--- src/hw/rtl/lwsm_pkg.sv ---
// Package for the latency window statistics monitor.
// Holds sizes, widths and the sequencer state type; no dependencies.
package lwsm_pkg;
  localparam int MaxWindow = 128;
  localparam int TimeWidth = 48;
  localparam int PtrW = $clog2(MaxWindow);
  localparam int CntW = $clog2(MaxWindow + 1);
  localparam int SumW = 32 + CntW;
  localparam logic [7:0] WinReset = 8'd100;
  localparam logic [TimeWidth+20:0] RateNum = (TimeWidth+21)'(64'd1000000 << 16);

  typedef enum logic [2:0] {
    ST_IDLE, ST_SCAN, ST_DRAIN, ST_DIV, ST_RATE, ST_SCALE, ST_OUT
  } lwsm_state_t;

  typedef struct packed {
    logic skipped;
    logic signed [31:0] delay_now;
    logic signed [31:0] delay_mean;
    logic signed [31:0] delay_max;
    logic signed [31:0] delay_min;
    logic [7:0] window_count;
    logic [31:0] rate_avg;
    logic [31:0] frames_total;
  } lwsm_result_t;
endpackage

--- src/hw/rtl/lwsm_divider.sv ---
// Radix-2 restoring divider, one quotient bit per cycle, unsigned.
// Depends on lwsm_pkg for the operand width.
module lwsm_divider (
  input  logic clk,
  input  logic rst,
  input  logic start,
  input  logic [lwsm_pkg::TimeWidth+20:0] dividend,
  input  logic [lwsm_pkg::TimeWidth+20:0] divisor,
  output logic busy,
  output logic [lwsm_pkg::TimeWidth+20:0] quotient
);
  localparam int W = lwsm_pkg::TimeWidth + 21;
  localparam int BW = $clog2(W + 1);
  logic [W-1:0] rem, dvs;
  logic [BW-1:0] bits;
  logic [W:0] trial;

  assign trial = {rem, quotient[W-1]} - {1'b0, dvs};

  always_ff @(posedge clk) begin
    if (rst) begin
      busy <= 1'b0;
      bits <= '0;
    end else if (start) begin
      busy <= 1'b1;
      bits <= BW'(W);
    end else if (busy) begin
      bits <= bits - 1'b1;
      if (bits == BW'(1)) busy <= 1'b0;
    end
  end

  always_ff @(posedge clk) begin
    if (start) begin
      rem <= '0;
      dvs <= divisor;
      quotient <= dividend;
    end else if (busy) begin
      if (!trial[W]) begin
        rem <= trial[W-1:0];
        quotient <= {quotient[W-2:0], 1'b1};
      end else begin
        rem <= {rem[W-2:0], quotient[W-1]};
        quotient <= {quotient[W-2:0], 1'b0};
      end
    end
  end
endmodule

--- config.mk ---
export PLATFORM = sky130hd
export DESIGN_NAME = lwsm_divider
export DESIGN_NICKNAME = d
export VERILOG_FILES = /design/src/hw/rtl/lwsm_pkg.sv /design/src/hw/rtl/lwsm_divider.sv
export SDC_FILE = /design/constraint.sdc
export NUM_CORES = 1
export LEC_CHECK = 0
export BUFFER_PORTS_ARGS = -buffer_cell sky130_fd_sc_hd__buf_2
export CAP_MARGIN = 10
export CORE_MARGIN = 1
export CORE_UTILIZATION = 42
export DETAILED_ROUTE_END_ITERATION = 7
export GPL_TIMING_DRIVEN = 0
export HOLD_SLACK_MARGIN = 0.03
export PLACE_DENSITY_LB_ADDON = 0.25
export SLEW_MARGIN = 20
export SYNTH_ARGS = -nofsm -noshare
export SYNTH_HDL_FRONTEND = slang
export SYNTH_SLANG_ARGS = --single-unit
export TNS_END_PERCENT = 5
--- constraint.sdc ---
create_clock -name clk -period 3.5 [get_ports clk]
set_clock_uncertainty 0.2 [all_clocks]
set_input_delay 0 -clock clk [delete_from_list [all_inputs] [get_ports clk]]
set_output_delay 0 -clock clk [all_outputs]
set_load 0.02 [all_outputs]
==> impl_metrics.py <==
metrics = {
    "finish": {
        "syn2layout_area_growth_pct": 39.20,
        "final_area_um2": 18300,
        "multiInputGateArea_um2": 7167,
        "postLayoutCoreUtil": 0.5966,
        "layout-drive-gt1-share": 0.2541,
        "layout.nets": 2025,
        "regArea_um2": 5685,
        "diodes": 0,
        "n_fill_cell": 2619,
    },
    "synth": {
        "synthMostInstantiatedCell": "nand2_1",
        "synth_edf_count": 138,
        "synthAdderAreaFrac": 0.06910,
        "syn_inst": 1360,
        "ys_seq_area_frac": 0.4325,
        "yosys_register_bits": 215,
        "synthArstFlopShare": 0,
        "synthDistinctLibCells": 70,
        "syn_avg_cell_area_um2": 9.666,
        "yosysTopAreaCell": "edfxtp_1",
        "synthMuxAreaShare": 0.06282,
        "synth_ff_type": "edfxtp_1",
        "synth.top_cell.area_share": 0.3152,
        "synth-xor-area-share": 0.04778,
        "syn_area_um2": 13150,
        "synth-compound-area-share": 0.1900,
        "synthTopCellsByCount": "nand2_1 (156), edfxtp_1 (138), nor2_1 (113), a21oi_1 (105), inv_1 (91)",
        "synth_top_family_by_area": "compound AO/OA/AOI/OAI gates",
        "synth-simple-area-share": 0.1435,
        "synth-warning-count": 0,
        "synth_area_leaders": "edfxtp_1 (32%), dfxtp_1 (12%), ha_1 (6.8%)",
        "syn_nets": 1573,
    },
    "pwr": {
        "p_per_area_nw_per_um2": 450.9,
        "ir_worst_vdd_mv": 0.3940,
        "leakage_nw": 7.549,
    },
    "clock_network": {
        "clock_latency_ns": 0.54,
        "cts_root_buffer": "clkbuf_16",
        "numClockSinks": 215,
        "htreeDepth": 1,
        "clock_path_buffers": 3,
        "cts_made_buffers": 24,
        "clkSlewWorstSetupHoldPaths_ns": 0.06,
        "cts_tree": "built",
    },
    "global_routing": {
        "grt_overflow": 0,
        "grt_pass1_wl_mm": 62.71,
        "antenna_found_initial": 0,
        "grt_pass1_vias": 12085,
        "grt_usage": 0.2490,
        "grt_max_degree": 58,
    },
    "detailed_routing": {
        "ant_nets": 0,
        "drtIter0Drc": 644,
        "viasPerCell": 5.403,
        "finalWirelength_mm": 40.09,
        "drc": 0,
        "dr.pass1.iters": 5,
        "wire_per_inst_um": 18.01,
        "vias": 12026,
    },
    "sta": {
        "grt_setup_unrepaired": "true",
        "hold_violations": 0,
        "max_freq_mhz": 283.9,
        "layout_setup_ws_ns": -0.02193,
        "worst_slew_pin_slew_ns": 0.9253,
        "period_share": 1.006,
        "slew_headroom": 0.3832,
        "post-route-min-period_ns": 3.522,
        "setup_viol": 7,
        "finalMaxSlewViolations": 0,
        "finalSetupTns_ns": -0.08967,
    },
    "worst_setup_path": {
        "arrival_ns": 3.69,
        "rrSetupSlack_ns": -0.02,
        "cp.required_ns": 3.67,
        "crit_path_end_kind": "flip-flop",
        "worst-setup-path-type": "flip-flop to flip-flop",
        "r2r_cells": 15,
        "cp_max_fo": 7,
        "rr_startpoint": "dvs[1]$_DFFE_PP_",
        "start_kind": "flip-flop",
        "r2r-end": "rem[39]$_SDFFE_PP0P_",
    },
    "min_path": {
        "min_to": "quotient[65]$_DFFE_PP_",
        "hold_path_class": "input pin to flip-flop",
        "hp-start": "dividend[65]",
        "holdPathStages": 3,
    },
    "die": {
        "start_util": 0.4286,
        "core_area_um2": 30670,
        "pin_count": 211,
        "die_w_um": 178.9,
        "die_h_um": 178.9,
        "dieArea_um2": 32010,
        "rows": 64,
    },
    "status": {
        "status": "complete, but fails checks",
        "violations": "setup timing",
    },
    "place": {
        "portBuffers": 209,
        "place.gp.congestion": 0.9498,
        "dp_slack_ns": -0.4011,
        "dpl.hpwl_mm": 27.53,
        "post_dp_cell_area_um2": 14740,
    },
    "run": {
        "maxCapViolCount": 0,
    },
}
[registers in the layout, summed over array words and instances (netlist names)]
| signal | count |
|---|---|
| bits | 7 |
| busy | 1 |
| dvs | 69 |
| quotient | 69 |
| rem | 69 |
[routing by layer]
metal / GRT usage / up-vias / wire length [um]
li1: - / 5842 / -
met1: 0.3159 / 5750 / 17340
met2: 0.4254 / 369 / 19020
met3: 0.04008 / 65 / 2266
met4: 0.08898 / 0 / 1463
met5: 0 / - / 0
[critical path: stages, from the launching register on]
cell and delay (ns):
edfxtp_1 0.36, inv_2 0.05, ha_4 0.26, nor2b_4 0.16, o2111ai_4 0.13, a31o_1 0.30, o211ai_4 0.24, a31oi_4 0.19
o41ai_4 0.49, nor2_4 0.13, xnor2_2 0.22, buf_6 0.19, buf_4 0.14, nor2_1 0.04, a21oi_1 0.16, a211oi_2 0.09
[cell families (layout without fill, tap and decap cells)]
| group | Yosys count | count (layout) |
|---|---|---|
| and+or+nand+nor | 410 | 410 |
| xor gates and xnor gates | 70 | 70 |
| muxes | 74 | 74 |
| DFF | 215 | 215 |
| AOI/OAI and AO/OA | 347 | 347 |
| buffers and inverters | 172 | 642 |
| adders and majority gates | 72 | 72 |
[metrics by stage]
| stage | cells | power [W] | hold slack [ns] |
|---|---|---|---|
| global route | 2226 | 0.008638 | 0.1049 |
| detailed placement | 1967 | 0.005240 | -0.02192 |
| finish | 2226 | 0.008250 | 0.1029 |
| CTS | 2224 | 0.008145 | 0.07441 |
| global placement | 1965 | 0.005211 | -0.02178 |
| floorplan | 1360 | 0.004626 | -0.1011 |
[layout make-up]
type,instances,share of cell area
repair buffers,444,0.1882
multi-input cells,973,0.3917
inverters,91,0.01880
flip-flops and latches,215,0.3107
well taps,396,0.02708
clock inverters,8,0.006838
clock buffers,36,0.03802
plain buffers,63,0.01867
[where the power goes]
group / total, W / leakage [nW] / internal (W) / switching [W]
Clock: 0.00265 / 0.403 / 0.00159 / 0.00106
Combinational: 0.00249 / 5.14 / 0.00108 / 0.00141
Sequential: 0.00311 / 2.00 / 0.00297 / 0.000149
[what timing repair did]
item | in CTS | in global routing
setup buffers | 6 | 13
resized for setup | 21 | 75
endpoints found under the hold margin | 215 | 0
hold buffers | 214 | 0
endpoints found under the setup margin | 70 | 70
pin swaps | 6 | 28
[layout by cell type (no fill, tap or decap), types with 7 or more instances in the layout]
| cell type | Yosys | final |
|---|---|---|
| a211oi_1 | 10 | 8 |
| a21o_1 | 39 | 39 |
| a21oi_1 | 105 | 99 |
| a311oi_1 | 15 | 7 |
| a311oi_2 | 32 | 40 |
| a31oi_1 | 10 | 9 |
| and3_1 | 12 | 11 |
| buf_12 | 0 | 7 |
| buf_2 | 6 | 211 |
| buf_4 | 2 | 19 |
| clkbuf_1 | 65 | 51 |
| clkbuf_16 | 0 | 24 |
| dfxtp_1 | 77 | 77 |
| dlygate4sd3_1 | 0 | 209 |
| edfxtp_1 | 138 | 138 |
| ha_1 | 71 | 62 |
| inv_1 | 91 | 89 |
| mux2_2 | 68 | 68 |
| nand2_1 | 156 | 153 |
| nand2b_1 | 16 | 15 |
| nand3_1 | 16 | 15 |
| nand4_1 | 27 | 27 |
| nor2_1 | 113 | 110 |
| nor2b_1 | 10 | 9 |
| nor3_1 | 21 | 19 |
| o211ai_1 | 9 | 9 |
| o21a_1 | 7 | 7 |
| o21ai_0 | 45 | 43 |
| o21ai_1 | 14 | 11 |
| o21bai_1 | 13 | 12 |
| xnor2_1 | 46 | 46 |
| xor2_1 | 22 | 22 |
[worst max-delay path by stage]
| stage | slack, ns | startpoint | end |
|---|---|---|---|
| floorplan | 0.21 | quotient[68]$_DFFE_PP_ | rem[66]$_SDFFE_PP0P_ |
| global placement | -2.16 | start | quotient[13]$_DFFE_PP_ |
| detailed placement | -0.40 | dvs[65]$_DFFE_PP_ | rem[36]$_SDFFE_PP0P_ |
| CTS | -0.06 | quotient[68]$_DFFE_PP_ | rem[66]$_SDFFE_PP0P_ |
| global route | -0.17 | dvs[46]$_DFFE_PP_ | rem[40]$_SDFFE_PP0P_ |
| finish | -0.02 | dvs[1]$_DFFE_PP_ | rem[39]$_SDFFE_PP0P_ |
(Power assumes the default switching activity.)
